$ cat config.mk
export PLATFORM = sky130hd
export DESIGN_NAME = mic_level_presence_tracker_unit
export DESIGN_NICKNAME = d
export VERILOG_FILES = /design/src/rtl/core/mlpt_pkg.sv /design/src/rtl/core/mic_level_presence_tracker_unit.sv
export VERILOG_INCLUDE_DIRS = /design/src /design/src/rtl/core
export SDC_FILE = /design/constraint.sdc
export NUM_CORES = 1
export LEC_CHECK = 0
export BUFFER_PORTS_ARGS = -buffer_cell sky130_fd_sc_hd__buf_4
export CORE_AREA = 2 2 177 179
export DETAILED_ROUTE_END_ITERATION = 10
export DIE_AREA = 0 0 179 181
export GPL_ROUTABILITY_DRIVEN = 0
export MAX_ROUTING_LAYER = met4
export PLACE_DENSITY_LB_ADDON = 0.05
export SYNTH_ARGS = -nofsm -noshare
export SYNTH_HDL_FRONTEND = slang
export SYNTH_SLANG_ARGS = --single-unit
$ cat constraint.sdc
create_clock -name clock -period 9 [get_ports clock]
set_clock_uncertainty 0.05 [all_clocks]
set_input_delay 0.9 -clock clock [delete_from_list [all_inputs] [get_ports clock]]
set_output_delay 0.9 -clock clock [all_outputs]
set_load 0.02 [all_outputs]
$ cat src/rtl/core/assert_macros.svh
// assertion macros used by the tracker unit rtl
`ifndef ASSERT_MACROS_SVH
`define ASSERT_MACROS_SVH

// same-cycle implication, checked outside reset
`define ASSERT_IMPL(lbl, clk, rst, ante, cons) \
   lbl: assert property (@(posedge clk) disable iff (rst) (ante) |-> (cons)) \
      else $error("assertion lbl failed");

// next-cycle implication, checked outside reset
`define ASSERT_NEXT(lbl, clk, rst, ante, cons) \
   lbl: assert property (@(posedge clk) disable iff (rst) (ante) |=> (cons)) \
      else $error("assertion lbl failed");

`endif

$ cat src/rtl/core/mlpt_pkg.sv
// types and constants of the mic level and presence tracker
`timescale 1ns / 1ps

package mlpt_pkg;

   localparam int FS_BITS    = 12;
   localparam int WIN_BITS   = 16;
   localparam int NEAR_BITS  = 15;
   localparam int DIST_BITS  = 16;
   localparam int TIME_BITS  = 32;
   localparam int LEVEL_BITS = 16;
   localparam int DIV_STEPS  = 15;
   localparam int CNT_BITS   = 4;
   localparam int CSR_DATA_BITS = 32;
   localparam int CSR_ADDR_BITS = 4;

   localparam logic [LEVEL_BITS-1:0] LEVEL_ONE     = 16'h8000;
   localparam logic [WIN_BITS-1:0]   WINDOW_MS_RST = 16'd1000;
   localparam logic [FS_BITS-1:0]    FULL_SCALE_RST = 12'd1024;
   localparam logic [NEAR_BITS-1:0]  NEAR_MM_RST   = 15'd1000;
   localparam logic [DIST_BITS-1:0]  DIST_NONE     = 16'hFFFF;

   // register index, taken from paddr[3:2]
   typedef enum logic [1:0] {
      REG_WINDOW_MS    = 2'd0,
      REG_FULL_SCALE   = 2'd1,
      REG_NEAR_MM      = 2'd2,
      REG_RANGE_FITTED = 2'd3
   } reg_index_type;

   typedef enum logic [2:0] {
      S_IDLE = 3'b001,
      S_DIV  = 3'b010,
      S_SEND = 3'b100
   } state_type;

endpackage

$ cat src/rtl/core/mic_level_presence_tracker_unit.sv
// top level of the mic level and presence tracker
//
//  channel   | handshake            | direction | payload
//  ----------+----------------------+-----------+------------------------------------------
//  req       | req_valid/req_ready  | in        | now_ms, mic_sample, range_ready, range_mm
//  rsp       | rsp_valid/rsp_ready  | out       | noise_level, window_closed, is_present,
//            |                      |           | held_distance_mm, absent_ms
//  csr       | psel/penable/pready  | in/out    | 4 registers at byte address 4*i
//
// a transaction is taken in the idle state; the send state then loads the output register
// a window close with a nonzero span below full scale also passes the divide state:
//   the bit-serial restoring divider produces one quotient bit per cycle for a 15-bit quotient
// reset is synchronous, active high; state and config registers go to documented defaults
// the output register lets the next transaction in while a result still waits on rsp_ready
// a finished result waits in the send state while the output register is occupied
`timescale 1ns / 1ps
`include "assert_macros.svh"

module mic_level_presence_tracker_unit #(
   parameter int SAMPLE_BITS = 12
) (
   input  logic                                  clock,
   input  logic                                  reset,
   // input transactions
   input  logic                                  req_valid,
   output logic                                  req_ready,
   input  logic [mlpt_pkg::TIME_BITS-1:0]        req_now_ms,
   input  logic [SAMPLE_BITS-1:0]                req_mic_sample,
   input  logic                                  req_range_ready,
   input  logic signed [mlpt_pkg::DIST_BITS-1:0] req_range_mm,
   // result transactions
   output logic                                  rsp_valid,
   input  logic                                  rsp_ready,
   output logic [mlpt_pkg::LEVEL_BITS-1:0]       rsp_noise_level,
   output logic                                  rsp_window_closed,
   output logic                                  rsp_is_present,
   output logic signed [mlpt_pkg::DIST_BITS-1:0] rsp_held_distance_mm,
   output logic [mlpt_pkg::TIME_BITS-1:0]        rsp_absent_ms,
   // register port
   input  logic                                  psel,
   input  logic                                  penable,
   input  logic                                  pwrite,
   input  logic [mlpt_pkg::CSR_ADDR_BITS-1:0]    paddr,
   input  logic [mlpt_pkg::CSR_DATA_BITS-1:0]    pwdata,
   output logic [mlpt_pkg::CSR_DATA_BITS-1:0]    prdata,
   output logic                                  pready
);
   import mlpt_pkg::*;

   localparam logic [SAMPLE_BITS-1:0] SAMPLE_MAX = {SAMPLE_BITS{1'b1}};
   // width wide enough to compare span against full scale
   localparam int CMP_BITS = (SAMPLE_BITS > FS_BITS) ? SAMPLE_BITS : FS_BITS;

   // configuration registers
   logic [WIN_BITS-1:0]  window_ms_ff;
   logic [FS_BITS-1:0]   full_scale_ff;
   logic [NEAR_BITS-1:0] near_mm_ff;
   logic                 range_fitted_ff;

   // tracker state
   state_type              state_ff, state_in;
   logic [SAMPLE_BITS-1:0] window_low_ff, window_low_in;
   logic [SAMPLE_BITS-1:0] window_high_ff, window_high_in;
   logic [TIME_BITS-1:0]   window_start_ff, window_start_in;
   logic [LEVEL_BITS-1:0]  level_hold_ff, level_hold_in;
   logic [DIST_BITS-1:0]   distance_hold_ff, distance_hold_in;
   logic                   was_present_ff, was_present_in;
   logic [TIME_BITS-1:0]   absent_since_ff, absent_since_in;

   // divider
   logic [FS_BITS-1:0]     rem_ff, rem_in;
   logic [DIV_STEPS-1:0]   quot_ff, quot_in;
   logic [CNT_BITS-1:0]    cnt_ff, cnt_in;

   // result waiting for the output register
   logic                   res_closed_ff, res_closed_in;
   logic                   res_present_ff, res_present_in;
   logic [TIME_BITS-1:0]   res_absent_ff, res_absent_in;

   // output register
   logic                   rsp_valid_ff, rsp_valid_in;
   logic [LEVEL_BITS-1:0]  rsp_level_ff;
   logic                   rsp_closed_ff;
   logic                   rsp_present_ff;
   logic [DIST_BITS-1:0]   rsp_dist_ff;
   logic [TIME_BITS-1:0]   rsp_absent_ff;

   logic                   accept;
   logic                   load_out;
   logic                   csr_write;
   reg_index_type          csr_index;

   logic [SAMPLE_BITS-1:0] lo_new, hi_new, span;
   logic [TIME_BITS-1:0]   elapsed;
   logic                   close;
   logic                   span_ge_fs;
   logic                   dist_take;
   logic [DIST_BITS-1:0]   dist_new;
   logic                   present;
   logic [FS_BITS:0]       trial;
   logic [FS_BITS:0]       fs_wide;
   logic                   trial_ge;

   assign accept   = req_valid && (state_ff == S_IDLE);
   assign load_out = (state_ff == S_SEND) && (!rsp_valid_ff || rsp_ready);

   // window: take the sample in first, then see if the window has run out
   assign lo_new     = (req_mic_sample < window_low_ff)  ? req_mic_sample : window_low_ff;
   assign hi_new     = (req_mic_sample > window_high_ff) ? req_mic_sample : window_high_ff;
   assign span       = (hi_new >= lo_new) ? (hi_new - lo_new) : '0;
   assign elapsed    = req_now_ms - window_start_ff;
   assign close      = elapsed >= {{(TIME_BITS-WIN_BITS){1'b0}}, window_ms_ff};
   assign span_ge_fs = CMP_BITS'(span) >= CMP_BITS'(full_scale_ff);

   // presence: only positive readings are latched
   assign dist_take = range_fitted_ff && req_range_ready && !req_range_mm[DIST_BITS-1]
                      && (req_range_mm != '0);
   assign dist_new  = dist_take ? req_range_mm : distance_hold_ff;
   assign present   = !range_fitted_ff
                      || (!dist_new[DIST_BITS-1] && (dist_new != '0)
                          && (dist_new[NEAR_BITS-1:0] < near_mm_ff));

   // one restoring step: the dividend bits below the span are all zero
   assign trial    = {rem_ff, 1'b0};
   assign fs_wide  = {1'b0, full_scale_ff};
   assign trial_ge = trial >= fs_wide;

   always_comb begin
      state_in         = state_ff;
      window_low_in    = window_low_ff;
      window_high_in   = window_high_ff;
      window_start_in  = window_start_ff;
      level_hold_in    = level_hold_ff;
      distance_hold_in = distance_hold_ff;
      was_present_in   = was_present_ff;
      absent_since_in  = absent_since_ff;
      rem_in           = rem_ff;
      quot_in          = quot_ff;
      cnt_in           = cnt_ff;
      res_closed_in    = res_closed_ff;
      res_present_in   = res_present_ff;
      res_absent_in    = res_absent_ff;

      unique case (state_ff)
         S_IDLE: begin
            if (accept) begin
               state_in         = S_SEND;
               distance_hold_in = dist_new;
               was_present_in   = present;
               res_closed_in    = close;
               res_present_in   = present;
               res_absent_in    = '0;
               if (!present && was_present_ff) begin
                  absent_since_in = req_now_ms;
               end else if (!present) begin
                  res_absent_in = req_now_ms - absent_since_ff;
               end
               if (close) begin
                  window_low_in   = SAMPLE_MAX;
                  window_high_in  = '0;
                  window_start_in = req_now_ms;
                  if (span == '0) begin
                     level_hold_in = '0;
                  end else if (span_ge_fs) begin
                     // also covers a zero full scale
                     level_hold_in = LEVEL_ONE;
                  end else begin
                     rem_in   = FS_BITS'(span);
                     cnt_in   = '0;
                     state_in = S_DIV;
                  end
               end else begin
                  window_low_in  = lo_new;
                  window_high_in = hi_new;
               end
            end
         end
         S_DIV: begin
            rem_in  = trial_ge ? FS_BITS'(trial - fs_wide) : trial[FS_BITS-1:0];
            quot_in = {quot_ff[DIV_STEPS-2:0], trial_ge};
            cnt_in  = cnt_ff + 1'b1;
            if (cnt_ff == CNT_BITS'(DIV_STEPS - 1)) begin
               level_hold_in = {1'b0, quot_ff[DIV_STEPS-2:0], trial_ge};
               state_in      = S_SEND;
            end
         end
         S_SEND: begin
            if (load_out) begin
               state_in = S_IDLE;
            end
         end
         default: begin
            state_in = S_IDLE;
         end
      endcase
   end

   always_comb begin
      rsp_valid_in = rsp_valid_ff;
      if (load_out) begin
         rsp_valid_in = 1'b1;
      end else if (rsp_ready) begin
         rsp_valid_in = 1'b0;
      end
   end

   // register port
   assign pready    = 1'b1;
   assign csr_write = psel && penable && pwrite;
   assign csr_index = reg_index_type'(paddr[CSR_ADDR_BITS-1:2]);

   always_comb begin
      unique case (csr_index)
         REG_WINDOW_MS:    prdata = CSR_DATA_BITS'(window_ms_ff);
         REG_FULL_SCALE:   prdata = CSR_DATA_BITS'(full_scale_ff);
         REG_NEAR_MM:      prdata = CSR_DATA_BITS'(near_mm_ff);
         REG_RANGE_FITTED: prdata = CSR_DATA_BITS'(range_fitted_ff);
         default:          prdata = '0;
      endcase
   end

   always_ff @(posedge clock) begin
      if (reset) begin
         window_ms_ff    <= WINDOW_MS_RST;
         full_scale_ff   <= FULL_SCALE_RST;
         near_mm_ff      <= NEAR_MM_RST;
         range_fitted_ff <= 1'b1;
      end else if (csr_write) begin
         unique case (csr_index)
            REG_WINDOW_MS:    window_ms_ff    <= pwdata[WIN_BITS-1:0];
            REG_FULL_SCALE:   full_scale_ff   <= pwdata[FS_BITS-1:0];
            REG_NEAR_MM:      near_mm_ff      <= pwdata[NEAR_BITS-1:0];
            REG_RANGE_FITTED: range_fitted_ff <= pwdata[0];
            default:          range_fitted_ff <= range_fitted_ff;
         endcase
      end
   end

   // control and tracker state
   always_ff @(posedge clock) begin
      if (reset) begin
         state_ff         <= S_IDLE;
         window_low_ff    <= SAMPLE_MAX;
         window_high_ff   <= '0;
         window_start_ff  <= '0;
         level_hold_ff    <= '0;
         distance_hold_ff <= DIST_NONE;
         was_present_ff   <= 1'b1;
         absent_since_ff  <= '0;
         cnt_ff           <= '0;
         rsp_valid_ff     <= 1'b0;
      end else begin
         state_ff         <= state_in;
         window_low_ff    <= window_low_in;
         window_high_ff   <= window_high_in;
         window_start_ff  <= window_start_in;
         level_hold_ff    <= level_hold_in;
         distance_hold_ff <= distance_hold_in;
         was_present_ff   <= was_present_in;
         absent_since_ff  <= absent_since_in;
         cnt_ff           <= cnt_in;
         rsp_valid_ff     <= rsp_valid_in;
      end
   end

   // payload, no reset needed
   always_ff @(posedge clock) begin
      rem_ff         <= rem_in;
      quot_ff        <= quot_in;
      res_closed_ff  <= res_closed_in;
      res_present_ff <= res_present_in;
      res_absent_ff  <= res_absent_in;
      if (load_out) begin
         rsp_level_ff   <= level_hold_ff;
         rsp_closed_ff  <= res_closed_ff;
         rsp_present_ff <= res_present_ff;
         rsp_dist_ff    <= distance_hold_ff;
         rsp_absent_ff  <= res_absent_ff;
      end
   end

   assign req_ready            = (state_ff == S_IDLE);
   assign rsp_valid            = rsp_valid_ff;
   assign rsp_noise_level      = rsp_level_ff;
   assign rsp_window_closed    = rsp_closed_ff;
   assign rsp_is_present       = rsp_present_ff;
   assign rsp_held_distance_mm = rsp_dist_ff;
   assign rsp_absent_ms        = rsp_absent_ff;

   // divider remainder stays below full scale
   `ASSERT_IMPL(a_rem_below_fs, clock, reset, state_ff == S_DIV, rem_ff < full_scale_ff)
   // divide runs into send or keeps going
   `ASSERT_NEXT(a_div_exit, clock, reset, state_ff == S_DIV,
                state_ff == S_DIV || state_ff == S_SEND)
   // level saturates at one
   `ASSERT_IMPL(a_level_sat, clock, reset, rsp_valid_ff, rsp_level_ff <= LEVEL_ONE)
   // no absent time while present
   `ASSERT_IMPL(a_present_absent, clock, reset, rsp_valid_ff && rsp_present_ff,
                rsp_absent_ff == '0)

endmodule

==> impl_metrics.yaml, run 1 <==
status:
  status: "finished, final reports clean"
setup_path:
  cp-start-kind: "flip-flop"
  ff2ff_path_depth: 32
  cp_max_fo: 21
  end_kind: "flip-flop"
  worstSetupStartpoint: "window_high_ff[1]"
  worstSetupPathType: "flip-flop to flip-flop"
  worst_path_max_delay_cell: "a21oi_2"
  cp.arrival_ns: 7.47
  crit_family: "compound AO/OA/AOI/OAI gates"
  regToRegStartpoint: "window_high_ff[1]"
  regToRegSetupSlack_ns: 1.94
  cp_slowest_stage_delay_ns: 0.63
  crit_buf_inv: 3
  reg2reg_to: "level_hold_ff[7]"
  crit_required_ns: 9.42
clocking:
  post_cts_buffers: 0
  h-tree-depth: 2
  clockRootBuffer: "clkbuf_16"
  cts_sinks: 299
  clk_latency_ns: 0.53
  cts_tree: "yes"
  cts_buffer_depth: 3
  cts_buffers: 34
  cts_resized: 0
  ctsHoldBuffers: 0
  path_clk_slew_ns: 0.06
sta:
  hold_slack_ns: 0.366
  max_freq_mhz: 142
  finalSetupViolations: 0
  slew_violations: 0
  maxSlewHeadroom: 0.223
  setup-tns-final_ns: 0
  hold_viol_final: 0
  min_period_over_period: 0.784
  finalCriticalPeriod_ns: 7.06
  max_slew.worst_pin.slew_ns: 1.16
  rsz0062_at_grt: "false"
grt:
  grt-ovfl-total: 0
  grt_pass1_wl_mm: 71.8
  grt_pass1_vias: 14100
  gr-usage-all-layers: 0.284
  grt_max_degree: 100
  antenna_found_initial: 2
logic_synthesis:
  synthCells: 2008
  synth_top_flop_cell: "dfxtp_1"
  synth_area_um2: 18000
  ys_ff_latch: 299
  synth-seq-area-share: 0.402
  async_flop_share: 0
  avgSynthCellArea_um2: 8.98
  synth_cell_types: 88
  ys_warn_count: 0
  synth-edff-count: 126
floorplanning:
  rows: 64
  start_util: 0.594
  dieArea_um2: 32400
  die_h_um: 181
  pin_count: 205
  die_w_um: 179
  design.core.area_um2: 30300
hold_path:
  hold_end: "rsp_absent_ms[18]"
  hold_path_startpoint: "res_absent_ff[18]"
  hp-class: "flip-flop to flip-flop"
  min_delay_path_depth: 0
power_and_ir_drop:
  total_power_w: 0.00441
  leakage_nw: 8.51
  peakVddDrop_uv: 146
  power_density_nw_per_um2: 214
run:
  cap_violations: 0
routing:
  drt-wirelength-per-cell_um: 17.6
  antenna_left: 0
  drt-pass1-iter-count: 5
  drt-initial-drc-count: 1173
  vias: 15100
  viasPerCell: 5.90
  drt-total-wl_mm: 45.1
  post-route-drc-count: 0
place:
  hpwl_mm: 33.1
  port_buffers: 169
final_layout:
  finalNetCount: 2399
  syn_to_final_growth_pct: 14.3
  fin_util: 0.679
  num-fill-cells: 2432
  drive_above_1_share: 0.130
## worst max-delay path by stage
stage	end	slack (ns)	cells after the start
2_1_floorplan	rem_ff[0]	1.42	31
3_3_place_gp	level_hold_ff[12]	1.61	31
3_5_place_dp	level_hold_ff[10]	1.43	31
4_1_cts	level_hold_ff[9]	1.93	32
5_1_grt	level_hold_ff[8]	1.42	32
6_report	level_hold_ff[7]	1.94	32
## cell families (layout without fill, tap and decap cells)
| kind of cell | count (synthesis) | after routing | synth area share |
|---|---|---|---|
| AOI/OAI and AO/OA | 507 | 507 | 0.185 |
| buffers and inverters | 274 | 415 | 0.0621 |
| muxes | 100 | 100 | 0.0586 |
| and+or+nand+nor | 622 | 622 | 0.159 |
| other | 2 | 19 | 0.000417 |
| xor gates and xnor gates | 47 | 47 | 0.0228 |
| DFF | 299 | 299 | 0.402 |
| adders and majority gates | 157 | 157 | 0.110 |
## flip-flops by register name, summed over array words and instances (netlist names), 3 cells and up
signal	flops
rsp_held_distance_mm	16
near_mm_ff	15
state_ff	3
cnt_ff	4
rsp_absent_ms	32
level_hold_ff	16
res_absent_ff	32
window_low_ff	12
window_ms_ff	16
distance_hold_ff	16
window_high_ff	12
absent_since_ff	32
rsp_noise_level	16
full_scale_ff	12
quot_ff	14
rem_ff	12
window_start_ff	32
## worst register-to-register path, delay by kind of cell (launching register included)
family          cells  cell delay (ns)
simple gates        7             0.95
fa+ha+maj           4             1.07
flops               1             0.48
buf+inv             3             0.48
mux                 1             0.28
compound gates     17             3.71
## synthesized netlist by cell type, types with 12 or more instances
cell,n,area share
nor3_1,43,0.012
o21a_1,12,0.0050
dfxtp_1,173,0.19
or2_2,12,0.0042
xor2_1,17,0.0083
a22o_1,16,0.0078
edfxtp_1,126,0.21
nand3_1,29,0.0080
clkbuf_1,63,0.013
o21ai_0,89,0.025
and2_1,13,0.0045
o211ai_1,21,0.0087
nand2b_1,39,0.014
buf_4,20,0.0083
a211oi_1,13,0.0054
a211o_1,24,0.012
and3_1,13,0.0045
xnor2_1,30,0.015
o21bai_1,17,0.0071
nor2_1,232,0.048
mux2i_1,83,0.046
inv_1,173,0.036
mux2_2,14,0.0087
nand2_1,161,0.034
a21o_1,32,0.013
nand4_1,19,0.0066
ha_1,152,0.11
a21oi_1,180,0.050
nor2b_1,17,0.0059
## cell type report
type	instances	area (um^2)	area share
clock inverter	14	173	0.00838
multi-input combinational	1450	9740	0.473
clock buffer	46	927	0.0450
tap	396	495	0.0240
inverter	173	651	0.0316
timing repair buffer	182	1370	0.0663
sequential	299	7250	0.352
antenna	2	5.00	0.000243
## where the power goes
part	total [W]	switching (W)	internal (W)
Clock	0.00137	0.000560	0.000815
Sequential	0.00163	0.0000568	0.00157
Combinational	0.00141	0.000853	0.000555
Total	0.00441	0.00147	0.00294
## per-layer routing
layer,routed length [um],global-route usage,up-vias
met2,20400,0.442,514
met1,20400,0.387,7163
li1,-,-,7366
met5,0,-,-
met4,1190,0.0803,0
met3,3220,0.0410,84
## cells in the final DEF, fill, tap and decap left out, types with 17 or more instances in the layout
cell type,count
nor2_1,232
buf_4,182
a21oi_1,180
dfxtp_1,173
inv_1,172
nand2_1,161
ha_1,152
edfxtp_1,126
o21ai_0,89
mux2i_1,83
nor3_1,42
nand2b_1,39
clkbuf_16,35
a21o_1,32
xnor2_1,30
nand3_1,29
a211o_1,24
o211ai_1,21
nand4_1,19
o21bai_1,17
nor2b_1,17
xor2_1,17
conb_1,17
## stage by stage
stage          std cells  setup slack [ns]  instance area (um^2)
2_1_floorplan       2023              1.42                 18100
3_3_place_gp        2500              1.61                 19500
3_5_place_dp        2500              1.43                 19500
4_1_cts             2560              1.93                 20600
5_1_grt             2562              1.42                 20600
6_report            2562              1.94                 20600
No activity file was read; power rests on OpenSTA's default activity.
==> run 2: changes to the inputs <==
==> constraint.sdc (replaced) <==
create_clock -name clock -period 6.9 [get_ports clock]
set_clock_uncertainty 0.05 [all_clocks]
set_input_delay 0.69 -clock clock [delete_from_list [all_inputs] [get_ports clock]]
set_output_delay 0.69 -clock clock [all_outputs]
set_load 0.02 [all_outputs]
==> run 2 against run 1 <==
Net effect:
- setup slack worse by 1.4 ns
- sequential power is 29% higher
- cell count increased by 0.39%
- utilization grew 0.11 points
- via count fell by 0.55%
- critical path depth decreased by 2
- hold slack worse by 0.079 ns
- critical endpoint is now rem_ff[4]
- largest cell class unchanged
- count of clock-buffer cells in the layout did not move
- critical path type unchanged
==> impl_metrics.yaml, run 2 (same netlist as run 1, synthesis figures left out) <==
floorplanning:
  start_util: 0.594
  die_h_um: 181
  dieArea_um2: 32400
  pin_count: 205
  rows: 64
  die_w_um: 179
  design.core.area_um2: 30300
power_and_ir_drop:
  power_density_nw_per_um2: 273
  switchingPower_w: 0.00189
  peakVddDrop_uv: 311
  clockPowerShare: 0.295
  power_frac_seq: 0.375
  power_frac_comb: 0.330
  leakage_nw: 8.55
  netSwitchingFraction: 0.335
  internal_power_w: 0.00375
sta:
  setup-tns-final_ns: 0
  maxSlewHeadroom: 0.299
  max_freq_mhz: 156
  rsz0062_at_grt: "false"
  hold_viol_final: 0
  finalCriticalPeriod_ns: 6.40
  hold_slack_ns: 0.287
  max_slew.worst_pin.slew_ns: 1.05
  min_period_over_period: 0.928
  slew_violations: 0
  finalSetupViolations: 0
setup_path:
  worst_path_max_delay_cell: "dfxtp_1"
  cp_max_fo: 12
  regToRegSetupSlack_ns: 0.50
  cp.arrival_ns: 6.59
  crit_required_ns: 7.09
  cp-start-kind: "flip-flop"
  worstSetupPathType: "flip-flop to flip-flop"
  cp_slowest_stage_delay_ns: 0.49
  end_kind: "flip-flop"
final_layout:
  drive_above_1_share: 0.135
  regArea_um2: 7250
  syn_to_final_growth_pct: 14.4
  multiInputGateArea_um2: 9750
  final_common_cell: "nor2_1"
  layout_common_cells: "nor2_1 (232), buf_4 (192), a21oi_1 (180), dfxtp_1 (173), inv_1 (172)"
  num-fill-cells: 2485
  finalNetCount: 2407
routing:
  antenna_left: 0
  vias: 15000
  viasPerCell: 5.85
  drt-wirelength-per-cell_um: 17.5
  drt-total-wl_mm: 44.9
  drt-initial-drc-count: 1193
  post-route-drc-count: 0
  drt-pass1-iter-count: 5
clocking:
  cts_buffer_depth: 3
  cts_sinks: 299
  cts_tree: "yes"
  clk_latency_ns: 0.58
  post_cts_buffers: 0
  path_clk_slew_ns: 0.07
  cts_buffers: 31
  h-tree-depth: 1
  clockRootBuffer: "clkbuf_16"
grt:
  gr-usage-all-layers: 0.281
  grt_pass1_wl_mm: 71.5
  grt_max_degree: 96
  grt-ovfl-total: 0
  grt_pass1_vias: 13900
  antenna_found_initial: 3
place:
  port_buffers: 169
  hpwl_mm: 33.0
status:
  status: "finished, final reports clean"
run:
  cap_violations: 0
hold_path:
  hp-class: "input port to flip-flop"
## run 2: changes by cell type in the layout (fill, tap and decap cells not counted), moves of 2 or more
cell	previous run	this run
bufinv_16	3	1
clkinv_8	2	0
buf_4	182	192
clkbuf_8	1	3
## run 2: final timing paths
check               startpoint                end  cells past startpoint
max          window_high_ff[1]          rem_ff[4]                     30
min                  pwdata[7]      near_mm_ff[7]                      2
max reg2reg  window_high_ff[1]          rem_ff[4]                     30
min reg2reg      res_closed_ff  rsp_window_closed                      0
## run 2: critical path: cells and delay by family, from the launching register on
family,cells,cell delay (ns)
AO/OA/AOI/OAI,16,3.26
AND/OR/NAND/NOR,7,0.92
adder cells (fa/ha/maj),4,0.91
flip-flops,1,0.49
multiplexers,1,0.28
buffers and inverters,2,0.15
## run 2: final cells by class
class                      count  share of cell area
tap                          396              0.0240
antenna                        3            0.000364
inverter                     173              0.0315
sequential                   299               0.351
multi-input combinational   1450               0.472
clock buffer                  46              0.0449
clock inverter                12             0.00473
timing repair buffer         193              0.0708
## run 2: through the flow
step | util | instances | worst slack (ns) | total power [W] | area, um^2
final | 0.680 | 2572 | 0.498 | 0.00564 | 20600
after global placement | 0.646 | 2511 | 0.179 | 0.00393 | 19600
after detailed placement | 0.646 | 2511 | 0.0747 | 0.00399 | 19600
after CTS | 0.679 | 2569 | 0.319 | 0.00565 | 20600
after global routing | 0.680 | 2572 | 0.0325 | 0.00597 | 20600
after floorplan | - | 2023 | 0.0881 | 0.00351 | 18100
## run 2: power groups by stage
stage | clock network, W | logic, W | registers [W]
after floorplan | 0 | 0.00136 | 0.00215
after global placement | 0 | 0.00178 | 0.00214
after detailed placement | 0 | 0.00183 | 0.00215
after CTS | 0.00169 | 0.00185 | 0.00211
after global routing | 0.00176 | 0.00207 | 0.00213
final | 0.00166 | 0.00186 | 0.00211
## run 2: metal layers
layer,up-vias,GRT usage,routed length (um)
met5,-,-,0
met4,0,0.0706,993
met3,63,0.0316,3010
met2,502,0.441,20400
met1,7082,0.389,20500
li1,7397,-,-
## run 2: what timing repair did
item / 4_1_cts / 5_1_grt
hold buffers: 0 / 0
gates resized for setup: 0 / 1
endpoints found under the setup margin: 0 / 12
==> run 3: changes to the inputs <==
--- a/config.mk
+++ b/config.mk
@@ -7,9 +7,11 @@
 export NUM_CORES = 1
 export LEC_CHECK = 0
 export BUFFER_PORTS_ARGS = -buffer_cell sky130_fd_sc_hd__buf_4
-export CORE_AREA = 2 2 177 179
+export CELL_PAD_IN_SITES_DETAIL_PLACEMENT = 1
+export CELL_PAD_IN_SITES_GLOBAL_PLACEMENT = 1
+export CORE_AREA = 2 2 201 203
 export DETAILED_ROUTE_END_ITERATION = 10
-export DIE_AREA = 0 0 179 181
+export DIE_AREA = 0 0 203 205
 export GPL_ROUTABILITY_DRIVEN = 0
 export MAX_ROUTING_LAYER = met4
 export PLACE_DENSITY_LB_ADDON = 0.05
==> run 3 against run 2 <==
Net effect:
- maximum frequency shrank 1.4%
- first-iteration DRC count shrank 44%
- total power increased by 4.5%
- routed wire length up 18%
- setup slack lost 0.093 ns
- sequential power barely moved
- utilization is 15 points lower
- die area is 28% higher
- hold slack gained 0.037 ns
- cell count up 5.4%
- highest routed layer unchanged
==> impl_metrics.yaml, run 3 (same netlist as run 1, synthesis figures left out) <==
setup_path:
  cp-start-kind: "flip-flop"
  cp_slowest_stage_delay_ns: 0.50
  worstSetupPathType: "flip-flop to flip-flop"
  cp.arrival_ns: 6.68
  worst_path_max_delay_cell: "a311o_2"
  reg2reg_to: "rem_ff[8]"
  regToRegSetupSlack_ns: 0.40
  ff2ff_path_depth: 31
  crit_required_ns: 7.09
  end_kind: "flip-flop"
  cp_max_fo: 12
  regToRegStartpoint: "window_high_ff[1]"
floorplanning:
  pin_count: 205
  die_w_um: 203
  dieArea_um2: 41600
  die_h_um: 205
  start_util: 0.458
  design.core.area_um2: 39400
  rows: 73
routing:
  drt-initial-drc-count: 665
  post-route-drc-count: 0
  antenna_left: 0
  vias: 15100
  drt-wirelength-per-cell_um: 19.6
  viasPerCell: 5.57
  drt-total-wl_mm: 53.1
  drt-pass1-iter-count: 4
clocking:
  cts_buffer_depth: 3
  ctsHoldBuffers: 0
  clk_latency_ns: 0.55
  path_clk_slew_ns: 0.06
  cts_sinks: 299
  cts_buffers: 36
  cts_tree: "yes"
  clockRootBuffer: "clkbuf_16"
  h-tree-depth: 2
hold_path:
  hold_path_startpoint: "pwdata[6]"
  min_delay_path_depth: 2
  hold_end: "window_ms_ff[6]"
  hp-class: "input port to flip-flop"
power_and_ir_drop:
  power_frac_seq: 0.359
  netSwitchingFraction: 0.342
  power_density_nw_per_um2: 282
  internal_power_w: 0.00388
  power_frac_comb: 0.326
  peakVddDrop_uv: 197
  clockPowerShare: 0.315
  leakage_nw: 8.62
  switchingPower_w: 0.00202
place:
  hpwl_mm: 39.5
  pre_cts_slack_ns: -0.0557
  dpl-instance-area_um2: 19800
  port_buffers: 169
final_layout:
  finalInstanceArea_um2: 20900
  layout_common_cells: "nor2_1 (232), buf_4 (193), a21oi_1 (180), inv_1 (172), dfxtp_1 (172)"
  fin_util: 0.532
  drive_above_1_share: 0.138
  syn_to_final_growth_pct: 16.1
  finalNetCount: 2414
  final_common_cell: "nor2_1"
grt:
  grt_pass1_vias: 15700
  grt_pass1_wl_mm: 84.9
  gr-usage-all-layers: 0.264
  grt_max_degree: 77
  grt-ovfl-total: 0
  antenna_found_initial: 4
sta:
  hold_slack_ns: 0.324
  setup-tns-final_ns: 0
  setup_ws_ns: 0.405
  finalSetupViolations: 0
  hold_viol_final: 0
  max_slew.worst_pin.slew_ns: 1.19
  slew_violations: 0
  min_period_over_period: 0.941
  rsz0062_at_grt: "false"
  max_freq_mhz: 154
  maxSlewHeadroom: 0.202
  finalCriticalPeriod_ns: 6.50
status:
  status: "finished, final reports clean"
run:
  cap_violations: 0
run 3: worst max-delay path: cells and delay by family (launching register included):
family,cells,cell delay [ns]
flip-flops,1,0.41
adder cells (fa/ha/maj),4,0.93
multiplexers,1,0.29
buffers and inverters,3,0.39
AND/OR/NAND/NOR,7,0.98
AO/OA/AOI/OAI,16,3.14
run 3: how the worst max path moves through the flow:
stage                                   from        end  slack, ns  cells after the start
after floorplan            req_mic_sample[1]  rem_ff[0]       0.09                     31
after detailed placement  req_mic_sample[10]  rem_ff[5]      -0.06                     30
after global routing       window_high_ff[1]  rem_ff[8]       0.05                     31
after global placement    req_mic_sample[11]  rem_ff[5]       0.16                     30
final                      window_high_ff[1]  rem_ff[8]       0.40                     31
after CTS                  window_high_ff[1]  rem_ff[8]       0.22                     31
run 3: power groups by stage:
stage / Clock [W] / Combinational (W) / Sequential [W]
global route: 0.00197 / 0.00215 / 0.00213
global placement: 0 / 0.00184 / 0.00215
detailed placement: 0 / 0.00191 / 0.00215
floorplan: 0 / 0.00136 / 0.00215
CTS: 0.00190 / 0.00193 / 0.00212
finish: 0.00186 / 0.00192 / 0.00212
run 3: layout make-up:
cell class                 instances  area, um^2
fill                            4616       18400
multi-input combinational       1450        9750
sequential                       299        7250
timing repair buffer             195        1490
clock buffer                      50         993
tap                              525         657
inverter                         173         651
clock inverter                    15         139
antenna                            3        7.51
run 3: repair_timing:
action                                 4_1_cts  5_1_grt
buffers inserted                             0        0
gates resized for setup                      0        1
setup endpoints to repair                    0       19
endpoints found under the hold margin        0        0
run 3: metal layers:
metal | wire length, um | vias up | track usage
met5 | 0 | - | -
met4 | 894 | 0 | 0.0547
met3 | 2560 | 61 | 0.0506
met2 | 24400 | 251 | 0.426
met1 | 25300 | 7396 | 0.346
li1 | - | 7398 | -
run 3: through the flow:
stage | power [W] | cells
4_1_cts | 0.00595 | 2707
3_3_place_gp | 0.00398 | 2642
3_5_place_dp | 0.00406 | 2642
2_1_floorplan | 0.00351 | 2023
6_report | 0.00590 | 2710
5_1_grt | 0.00625 | 2710
